===== src/hw/rtl/mjt_pkg.sv =====
package mjt_pkg;

    localparam int POS_BITS   = 24;
    localparam int FRAC_BITS  = 24;
    localparam int CNT_BITS   = 16;
    localparam int DELTA_BITS = POS_BITS + 1;
    localparam int TAU_BITS   = FRAC_BITS + 1;
    localparam int MUL_W      = ((DELTA_BITS > TAU_BITS) ? DELTA_BITS : TAU_BITS) + 1;
    localparam int PROD_W     = 2 * MUL_W;
    localparam int SUM_W      = FRAC_BITS + 6;
    localparam int DIV_CNT_W  = $clog2(FRAC_BITS);

    localparam logic [CNT_BITS-1:0] NUM_POINTS_RST = CNT_BITS'(100);
    localparam logic [TAU_BITS-1:0] ONE_Q          = {1'b1, {FRAC_BITS{1'b0}}};

    localparam logic MODE_LOAD = 1'b0;
    localparam logic MODE_TICK = 1'b1;

    typedef enum logic [2:0] {
        ST_IDLE,
        ST_DIV,
        ST_TAU,
        ST_MUL,
        ST_WB,
        ST_SUM,
        ST_OUT
    } state_t;

    typedef enum logic [2:0] {
        MS_T2,
        MS_T3,
        MS_T4,
        MS_T5,
        MS_PX,
        MS_PY,
        MS_PZ
    } mul_sel_t;

    typedef struct packed {
        logic     load;
        logic     div_init;
        logic     div_step;
        logic     tau_load;
        logic     mul_go;
        logic     wb;
        logic     sum;
        logic     out_load;
        mul_sel_t sel;
    } dp_cmd_t;

    typedef struct packed {
        logic active;
        logic out_free;
    } dp_stat_t;

endpackage


===== src/hw/rtl/mjt_ctrl.sv =====
module mjt_ctrl import mjt_pkg::*; (
    input  logic     aclk,
    input  logic     aresetn,
    input  logic     s_valid,
    input  logic     s_mode,
    output logic     s_ready,
    input  dp_stat_t stat,
    output dp_cmd_t  cmd
);

    state_t                 state_reg, state_next;
    mul_sel_t               sel_reg, sel_next;
    logic [DIV_CNT_W-1:0]   div_cnt_reg, div_cnt_next;

    always_ff @(posedge aclk) begin
        if (!aresetn) begin
            state_reg   <= ST_IDLE;
            sel_reg     <= MS_T2;
            div_cnt_reg <= '0;
        end else begin
            state_reg   <= state_next;
            sel_reg     <= sel_next;
            div_cnt_reg <= div_cnt_next;
        end
    end

    always_comb begin
        state_next   = state_reg;
        sel_next     = sel_reg;
        div_cnt_next = '0;
        case (state_reg)
            ST_IDLE: begin
                if (s_valid && (s_mode == MODE_TICK) && stat.active) begin
                    state_next = ST_DIV;
                end
            end
            ST_DIV: begin
                div_cnt_next = div_cnt_reg + DIV_CNT_W'(1);
                if (div_cnt_reg == DIV_CNT_W'(FRAC_BITS - 1)) begin
                    state_next = ST_TAU;
                end
            end
            ST_TAU: begin
                state_next = ST_MUL;
                sel_next   = MS_T2;
            end
            ST_MUL: begin
                state_next = ST_WB;
            end
            ST_WB: begin
                case (sel_reg)
                    MS_T5:   state_next = ST_SUM;
                    MS_PZ:   state_next = ST_OUT;
                    default: begin
                        state_next = ST_MUL;
                        sel_next   = mul_sel_t'(sel_reg + 3'd1);
                    end
                endcase
            end
            ST_SUM: begin
                state_next = ST_MUL;
                sel_next   = MS_PX;
            end
            ST_OUT: begin
                if (stat.out_free) begin
                    state_next = ST_IDLE;
                end
            end
            default: state_next = ST_IDLE;
        endcase
    end

    always_comb begin
        s_ready      = (state_reg == ST_IDLE);
        cmd          = '0;
        cmd.sel      = sel_reg;
        cmd.load     = (state_reg == ST_IDLE) && s_valid && (s_mode == MODE_LOAD);
        cmd.div_init = (state_reg == ST_IDLE) && s_valid && (s_mode == MODE_TICK)
                       && stat.active;
        cmd.div_step = (state_reg == ST_DIV);
        cmd.tau_load = (state_reg == ST_TAU);
        cmd.mul_go   = (state_reg == ST_MUL);
        cmd.wb       = (state_reg == ST_WB);
        cmd.sum      = (state_reg == ST_SUM);
        cmd.out_load = (state_reg == ST_OUT) && stat.out_free;
    end

endmodule


===== src/hw/rtl/mjt_dp.sv =====
module mjt_dp import mjt_pkg::*; (
    input  logic                       aclk,
    input  logic                       aresetn,
    input  dp_cmd_t                    cmd,
    output dp_stat_t                   stat,
    input  logic                       cfg_valid,
    input  logic [CNT_BITS-1:0]        cfg_data,
    input  logic signed [POS_BITS-1:0] s_start_x,
    input  logic signed [POS_BITS-1:0] s_start_y,
    input  logic signed [POS_BITS-1:0] s_start_z,
    input  logic signed [POS_BITS-1:0] s_end_x,
    input  logic signed [POS_BITS-1:0] s_end_y,
    input  logic signed [POS_BITS-1:0] s_end_z,
    output logic                       m_valid,
    input  logic                       m_ready,
    output logic signed [POS_BITS-1:0] m_pos_x,
    output logic signed [POS_BITS-1:0] m_pos_y,
    output logic signed [POS_BITS-1:0] m_pos_z,
    output logic [CNT_BITS-1:0]        m_sample_index,
    output logic                       m_last
);

    logic [CNT_BITS-1:0]          num_points_reg;
    logic [CNT_BITS-1:0]          cnt_reg;
    logic                         active_reg;
    logic signed [POS_BITS-1:0]   start_reg [3];
    logic signed [DELTA_BITS-1:0] delta_reg [3];
    logic signed [POS_BITS-1:0]   pos_reg   [3];
    logic [CNT_BITS-1:0]          rem_reg;
    logic [FRAC_BITS-1:0]         quo_reg;
    logic [TAU_BITS-1:0]          tau_reg;
    logic [TAU_BITS-1:0]          pw_reg;
    logic [TAU_BITS-1:0]          t3_reg;
    logic [TAU_BITS-1:0]          t4_reg;
    logic [TAU_BITS-1:0]          t5_reg;
    logic [TAU_BITS-1:0]          s_reg;
    logic signed [PROD_W-1:0]     prod_reg;
    logic                         m_valid_reg;
    logic signed [POS_BITS-1:0]   m_pos_x_reg, m_pos_y_reg, m_pos_z_reg;
    logic [CNT_BITS-1:0]          m_idx_reg;
    logic                         m_last_reg;

    logic [CNT_BITS-1:0]          n_w;
    logic                         sat_w;
    logic                         last_w;
    logic [CNT_BITS:0]            rem_sh_w;
    logic [CNT_BITS:0]            rem_sub_w;
    logic                         ge_w;
    logic signed [MUL_W-1:0]      mul_a_w, mul_b_w;
    logic [TAU_BITS-1:0]          pw_new_w;
    logic signed [POS_BITS-1:0]   pos_new_w;
    logic signed [SUM_W-1:0]      e3_w, e4_w, e5_w, s_sum_w;
    logic [TAU_BITS-1:0]          s_clamp_w;

    assign n_w    = (num_points_reg == '0) ? CNT_BITS'(1) : num_points_reg;
    assign sat_w  = (cnt_reg >= n_w);
    assign last_w = (({1'b0, cnt_reg} + (CNT_BITS+1)'(1)) >= {1'b0, n_w});

    // restoring divide of j * 2^FRAC_BITS by n, one quotient bit per step
    assign rem_sh_w  = {rem_reg, 1'b0};
    assign ge_w      = (rem_sh_w >= {1'b0, n_w});
    assign rem_sub_w = rem_sh_w - {1'b0, n_w};

    always_comb begin
        case (cmd.sel)
            MS_T2: begin
                mul_a_w = $signed({{(MUL_W-TAU_BITS){1'b0}}, tau_reg});
                mul_b_w = $signed({{(MUL_W-TAU_BITS){1'b0}}, tau_reg});
            end
            MS_T3, MS_T4, MS_T5: begin
                mul_a_w = $signed({{(MUL_W-TAU_BITS){1'b0}}, pw_reg});
                mul_b_w = $signed({{(MUL_W-TAU_BITS){1'b0}}, tau_reg});
            end
            MS_PX: begin
                mul_a_w = MUL_W'(delta_reg[0]);
                mul_b_w = $signed({{(MUL_W-TAU_BITS){1'b0}}, s_reg});
            end
            MS_PY: begin
                mul_a_w = MUL_W'(delta_reg[1]);
                mul_b_w = $signed({{(MUL_W-TAU_BITS){1'b0}}, s_reg});
            end
            MS_PZ: begin
                mul_a_w = MUL_W'(delta_reg[2]);
                mul_b_w = $signed({{(MUL_W-TAU_BITS){1'b0}}, s_reg});
            end
            default: begin
                mul_a_w = '0;
                mul_b_w = '0;
            end
        endcase
    end

    assign pw_new_w = prod_reg[FRAC_BITS +: TAU_BITS];

    always_comb begin
        case (cmd.sel)
            MS_PX:   pos_new_w = start_reg[0] + prod_reg[FRAC_BITS +: POS_BITS];
            MS_PY:   pos_new_w = start_reg[1] + prod_reg[FRAC_BITS +: POS_BITS];
            MS_PZ:   pos_new_w = start_reg[2] + prod_reg[FRAC_BITS +: POS_BITS];
            default: pos_new_w = '0;
        endcase
    end

    // s = 10 t3 - 15 t4 + 6 t5, clamped to [0, 1.0]
    assign e3_w    = $signed({{(SUM_W-TAU_BITS){1'b0}}, t3_reg});
    assign e4_w    = $signed({{(SUM_W-TAU_BITS){1'b0}}, t4_reg});
    assign e5_w    = $signed({{(SUM_W-TAU_BITS){1'b0}}, t5_reg});
    assign s_sum_w = (e3_w <<< 3) + (e3_w <<< 1) - ((e4_w <<< 4) - e4_w)
                   + (e5_w <<< 2) + (e5_w <<< 1);

    always_comb begin
        if (s_sum_w[SUM_W-1]) begin
            s_clamp_w = '0;
        end else if (s_sum_w > $signed({{(SUM_W-TAU_BITS){1'b0}}, ONE_Q})) begin
            s_clamp_w = ONE_Q;
        end else begin
            s_clamp_w = s_sum_w[TAU_BITS-1:0];
        end
    end

    always_ff @(posedge aclk) begin
        if (!aresetn) begin
            num_points_reg <= NUM_POINTS_RST;
            cnt_reg        <= '0;
            active_reg     <= 1'b0;
            m_valid_reg    <= 1'b0;
        end else begin
            if (cfg_valid) begin
                num_points_reg <= cfg_data;
            end
            if (cmd.load) begin
                cnt_reg    <= '0;
                active_reg <= 1'b1;
            end else if (cmd.out_load) begin
                cnt_reg <= cnt_reg + CNT_BITS'(1);
                if (last_w) begin
                    active_reg <= 1'b0;
                end
            end
            if (cmd.out_load) begin
                m_valid_reg <= 1'b1;
            end else if (m_ready) begin
                m_valid_reg <= 1'b0;
            end
        end
    end

    always_ff @(posedge aclk) begin
        if (cmd.load) begin
            start_reg[0] <= s_start_x;
            start_reg[1] <= s_start_y;
            start_reg[2] <= s_start_z;
            delta_reg[0] <= DELTA_BITS'(s_end_x) - DELTA_BITS'(s_start_x);
            delta_reg[1] <= DELTA_BITS'(s_end_y) - DELTA_BITS'(s_start_y);
            delta_reg[2] <= DELTA_BITS'(s_end_z) - DELTA_BITS'(s_start_z);
        end
        if (cmd.div_init) begin
            rem_reg <= cnt_reg;
        end else if (cmd.div_step) begin
            rem_reg <= ge_w ? rem_sub_w[CNT_BITS-1:0] : rem_sh_w[CNT_BITS-1:0];
            quo_reg <= {quo_reg[FRAC_BITS-2:0], ge_w};
        end
        if (cmd.tau_load) begin
            tau_reg <= sat_w ? ONE_Q : {1'b0, quo_reg};
        end
        if (cmd.mul_go) begin
            prod_reg <= mul_a_w * mul_b_w;
        end
        if (cmd.wb) begin
            case (cmd.sel)
                MS_T2: pw_reg <= pw_new_w;
                MS_T3: begin
                    pw_reg <= pw_new_w;
                    t3_reg <= pw_new_w;
                end
                MS_T4: begin
                    pw_reg <= pw_new_w;
                    t4_reg <= pw_new_w;
                end
                MS_T5:   t5_reg     <= pw_new_w;
                MS_PX:   pos_reg[0] <= pos_new_w;
                MS_PY:   pos_reg[1] <= pos_new_w;
                MS_PZ:   pos_reg[2] <= pos_new_w;
                default: pw_reg     <= pw_reg;
            endcase
        end
        if (cmd.sum) begin
            s_reg <= s_clamp_w;
        end
        if (cmd.out_load) begin
            m_pos_x_reg <= pos_reg[0];
            m_pos_y_reg <= pos_reg[1];
            m_pos_z_reg <= pos_reg[2];
            m_idx_reg   <= cnt_reg;
            m_last_reg  <= last_w;
        end
    end

    assign stat.active   = active_reg;
    assign stat.out_free = !m_valid_reg || m_ready;

    assign m_valid        = m_valid_reg;
    assign m_pos_x        = m_pos_x_reg;
    assign m_pos_y        = m_pos_y_reg;
    assign m_pos_z        = m_pos_z_reg;
    assign m_sample_index = m_idx_reg;
    assign m_last         = m_last_reg;

endmodule


===== src/hw/rtl/min_jerk_trajectory_generator.sv =====
// Three-axis minimum-jerk trajectory generator. A load item (s_mode = 0) stores start and end
// positions and arms a move, giving no result. Each tick item (s_mode = 1) during a move
// yields one sample, j = 0 .. num_points-1, with m_last set on the final one; ticks while
// idle are dropped. From acceptance to the next s_ready, a sample passes the bit-serial tau
// divider (one quotient bit a cycle), tau set-up, the single shared multiplier for t^2..t^5,
// the blend sum, then that multiplier again for the three axis products (each product a
// multiply and a write-back step), and the output load, which waits while the output register is still held.
// num_points (cfg_data) may only be written while no move sample is in progress.
module min_jerk_trajectory_generator import mjt_pkg::*; (
    input  logic                       aclk,
    input  logic                       aresetn,
    input  logic                       cfg_valid,
    output logic                       cfg_ready,
    input  logic [CNT_BITS-1:0]        cfg_data,
    input  logic                       s_valid,
    output logic                       s_ready,
    input  logic                       s_mode,
    input  logic signed [POS_BITS-1:0] s_start_x,
    input  logic signed [POS_BITS-1:0] s_start_y,
    input  logic signed [POS_BITS-1:0] s_start_z,
    input  logic signed [POS_BITS-1:0] s_end_x,
    input  logic signed [POS_BITS-1:0] s_end_y,
    input  logic signed [POS_BITS-1:0] s_end_z,
    output logic                       m_valid,
    input  logic                       m_ready,
    output logic signed [POS_BITS-1:0] m_pos_x,
    output logic signed [POS_BITS-1:0] m_pos_y,
    output logic signed [POS_BITS-1:0] m_pos_z,
    output logic [CNT_BITS-1:0]        m_sample_index,
    output logic                       m_last
);

    dp_cmd_t  cmd;
    dp_stat_t stat;

    assign cfg_ready = 1'b1;

    mjt_ctrl u_ctrl (
        .aclk    (aclk),
        .aresetn (aresetn),
        .s_valid (s_valid),
        .s_mode  (s_mode),
        .s_ready (s_ready),
        .stat    (stat),
        .cmd     (cmd)
    );

    mjt_dp u_dp (
        .aclk           (aclk),
        .aresetn        (aresetn),
        .cmd            (cmd),
        .stat           (stat),
        .cfg_valid      (cfg_valid),
        .cfg_data       (cfg_data),
        .s_start_x      (s_start_x),
        .s_start_y      (s_start_y),
        .s_start_z      (s_start_z),
        .s_end_x        (s_end_x),
        .s_end_y        (s_end_y),
        .s_end_z        (s_end_z),
        .m_valid        (m_valid),
        .m_ready        (m_ready),
        .m_pos_x        (m_pos_x),
        .m_pos_y        (m_pos_y),
        .m_pos_z        (m_pos_z),
        .m_sample_index (m_sample_index),
        .m_last         (m_last)
    );

endmodule


===== config.mk =====
export PLATFORM = sky130hd
export DESIGN_NAME = min_jerk_trajectory_generator
export DESIGN_NICKNAME = d
export VERILOG_FILES = /design/src/hw/rtl/mjt_pkg.sv /design/src/hw/rtl/mjt_ctrl.sv /design/src/hw/rtl/mjt_dp.sv /design/src/hw/rtl/min_jerk_trajectory_generator.sv
export SDC_FILE = /design/constraint.sdc
export NUM_CORES = 2
export LEC_CHECK = 0
export BUFFER_PORTS_ARGS = -buffer_cell sky130_fd_sc_hd__buf_4
export CAP_MARGIN = 20
export CORE_ASPECT_RATIO = 0.6
export CORE_MARGIN = 2
export CORE_UTILIZATION = 55
export CTS_BUF_LIST = sky130_fd_sc_hd__clkbuf_4 sky130_fd_sc_hd__clkbuf_8
export CTS_CLUSTER_DIAMETER = 120
export DETAILED_ROUTE_END_ITERATION = 10
export PLACE_DENSITY = 0.82
export SETUP_SLACK_MARGIN = 0.05
export SYNTH_ARGS = -nofsm -noshare
export SYNTH_HDL_FRONTEND = slang
export SYNTH_HIERARCHICAL = 1
export SYNTH_SLANG_ARGS = --single-unit

===== constraint.sdc =====
create_clock -name aclk -period 16.5 [get_ports aclk]
set_clock_uncertainty 0.15 [all_clocks]
set_input_delay 0.825 -clock aclk [delete_from_list [all_inputs] [get_ports aclk]]
set_output_delay 0.825 -clock aclk [all_outputs]
set_load 0.005 [all_outputs]

==> out/metrics.cfg <==
[critical_path]
crit_path_max_fanout = 29
critPathRequiredTime_ns = 16.78
setup.worst_path.end_class = register
worst_path_max_delay_cell = fa_1
slowest_delay_ns = 1.06
cp_top_family = adder cells
start_kind = register
crit_top_cell = fa_1
cp.arrival_ns = 10.32
critPathKind = reg -> reg
crit_buf_inv = 5

[logic_synthesis]
synth_top_area_cell = edfxtp_1
synthTopCellsByArea = edfxtp_1 30%, fa_1 28%, ha_1 8.3%
synth_cell_type_count = 88
netlist_area_sq_um = 52100
netlist_instances = 4939
synth_nets = 6185
synth_top_area_share_pct = 30.1
ys_ff_latch = 568
ys_seq_area_share_pct = 31.9
yosysWarnings = 6
synth_edf_count = 523
synth-async-reset-ratio_pct = 0
synth.top_cells.by_count = 889 x inv_1, 735 x fa_1, 571 x nor2_1
synth_ff_type = edfxtp_1
syn_area_per_cell_sq_um = 10.6
yosysMostFrequentCell = inv_1

[global_route]
grt_pass1_wl_um = 236000
grt_max_degree = 82
overflow = 0
first_global_vias = 38700
grt_usage_pct = 32.3
antenna_found_initial = 10

[min_path]
hold_class = in -> reg

[die]
die_width_um = 401
dieArea_sq_um = 97300
floorplan.initialDensity_pct = 55.5
dieHeight_um = 242
core-area_sq_um = 93900
std_cell_rows = 87
num_io_pins = 258

[drt]
via_count = 38300
routedWlPerCell_um = 23.9
vias_per_cell = 5.89
drc = 0
drtPass1Iterations = 9
initialDrtViolationCount = 4891
postRouteAntennaNets = 0
route.final.wire_length_um = 155000

[power]
swShare_pct = 43.9
seqPwrFrac_pct = 26.0
power_mw = 7.14
ir_drop_uv = 237
p_leak_nw = 26.2
internal-power_mw = 4.01
comb_power_share_pct = 58.0
p_switching_mw = 3.13
power.density_nw_per_um2 = 125
clkPwrFrac_pct = 16.0

[placed_design]
port_buffers = 256
place_inst = 6354
dp_hpwl_um = 126000
dpl_cell_area_sq_um = 55600
gp_congestion = 1.04

[finish]
area_delta_synth_final_pct = 9.75
fin_cells = 6499
nets = 6434
drive_above_1_share_pct = 9.67
largest_reg_flops = 75
final_cell_area_sq_um = 57200

[clocking]
postCtsSetupRepairBufs = 0
numCtsBuffers = 76
cts_hold_buf = 0
htree_levels = 3
clk_latency_ns = 0.71
cts.clk_slew.worst_paths_ns = 0.08
cts-root-buf = clkbuf_8
cts.repair.resized = 0
cts.sinks = 568
clk_path_buf_depth = 3
cts_tree = yes

[sta]
drv_slew = 0
fmax_ghz = 0.0996
tightest_slew_ns = 1.23
relSlewSlack_pct = 18.0
fin_tns_setup_ns = 0
hold_viol = 0
period_share_pct = 60.9
min_period_ns = 10.04
rsz0062_at_grt = no
finalSetupViolCount = 0

[run_status]
outcome = finished clean

[run]
cap_violations = 0

## layer usage
metal	routed length, um	track usage, %	vias up
met5	189	1.22	-
met4	3510	7.20	6
met3	26300	14.9	324
met2	61600	42.7	2576
met1	63800	47.7	18900
li1	-	-	16400
## cells by family after synthesis
family                   synth area share [%]
AO/OA/AOI/OAI                            8.02
XOR/XNOR                                 3.34
adder cells (fa/ha/maj)                  36.5
buffers and inverters                    7.55
flip-flops                               31.9
multiplexers                             1.58
other                                 0.00720
AND/OR/NAND/NOR                          11.1
## final timing paths
path | start | endpoint | slack [ns] | cells after the start
max | u_ctrl/sel_reg[0]$_SDFFE_PN0P_ | u_dp/prod_reg[45]$_DFFE_PP_ | 6.46 | 25
min | s_start_z[14] | u_dp/start_reg[0][62]$_DFFE_PP_ | 0.16 | 1
max reg2reg | u_ctrl/sel_reg[0]$_SDFFE_PN0P_ | u_dp/prod_reg[45]$_DFFE_PP_ | 6.46 | 25
min reg2reg | u_dp/pos_reg[0][60]$_DFFE_PP_ | u_dp/m_pos_z[12]$_DFFE_PP_ | 0.26 | 0
## worst reg2reg max path: cells and delay by family (launching register included)
kind / cells / cell delay, ns
adder cells (fa/ha/maj): 8 / 4.73
AO/OA/AOI/OAI: 8 / 2.48
buffers and inverters: 5 / 0.92
flip-flops: 1 / 0.77
AND/OR/NAND/NOR: 3 / 0.52
multiplexers: 1 / 0.23
## power by group through the flow
stage	clock [mW]	sequential, mW	combinational [mW]
2_1_floorplan	0	1.87	2.78
3_5_place_dp	0	1.88	3.98
3_3_place_gp	0	1.88	3.86
4_1_cts	1.15	1.85	4.01
5_1_grt	1.22	1.86	4.51
6_report	1.14	1.85	4.14
## metrics by stage
step                      hold WS [ns]  setup WS (ns)  utilization [%]
after floorplan                  0.250           3.23                -
after global placement           0.251           6.47             59.2
final                            0.159           6.46             60.9
after global routing             0.128           6.09             60.9
after CTS                        0.116           6.72             60.8
after detailed placement         0.255           6.76             59.2
## cell usage in the layout, fill, tap and decap left out, types with 17 or more instances in the layout
master,count
a21o_1,60
a21oi_1,132
a22oi_1,25
a31oi_1,17
and2_1,38
and3_1,25
buf_4,321
clkbuf_4,20
clkbuf_8,77
clkinv_1,22
dfxtp_1,43
edfxtp_1,523
fa_1,735
ha_1,345
inv_1,889
mux2i_1,79
nand2_1,430
nand2b_1,35
nand3_1,45
nor2_1,567
nor2b_1,48
nor3_1,47
nor3b_1,19
o21a_1,71
o21ai_0,135
o21ai_1,33
o21bai_1,18
xnor2_1,117
xor2_1,82
## layout make-up
type / instances / area [sq um]
diodes: 2 / 5.00
clock buffers: 97 / 1210
clock inverters: 44 / 369
fillers: 7362 / 36700
inverters: 891 / 3340
multi-input cells: 3328 / 31700
flip-flops and latches: 568 / 16600
well taps: 1246 / 1560
repair buffers: 323 / 2440
Note: power is estimated with default switching activity, not from simulation.
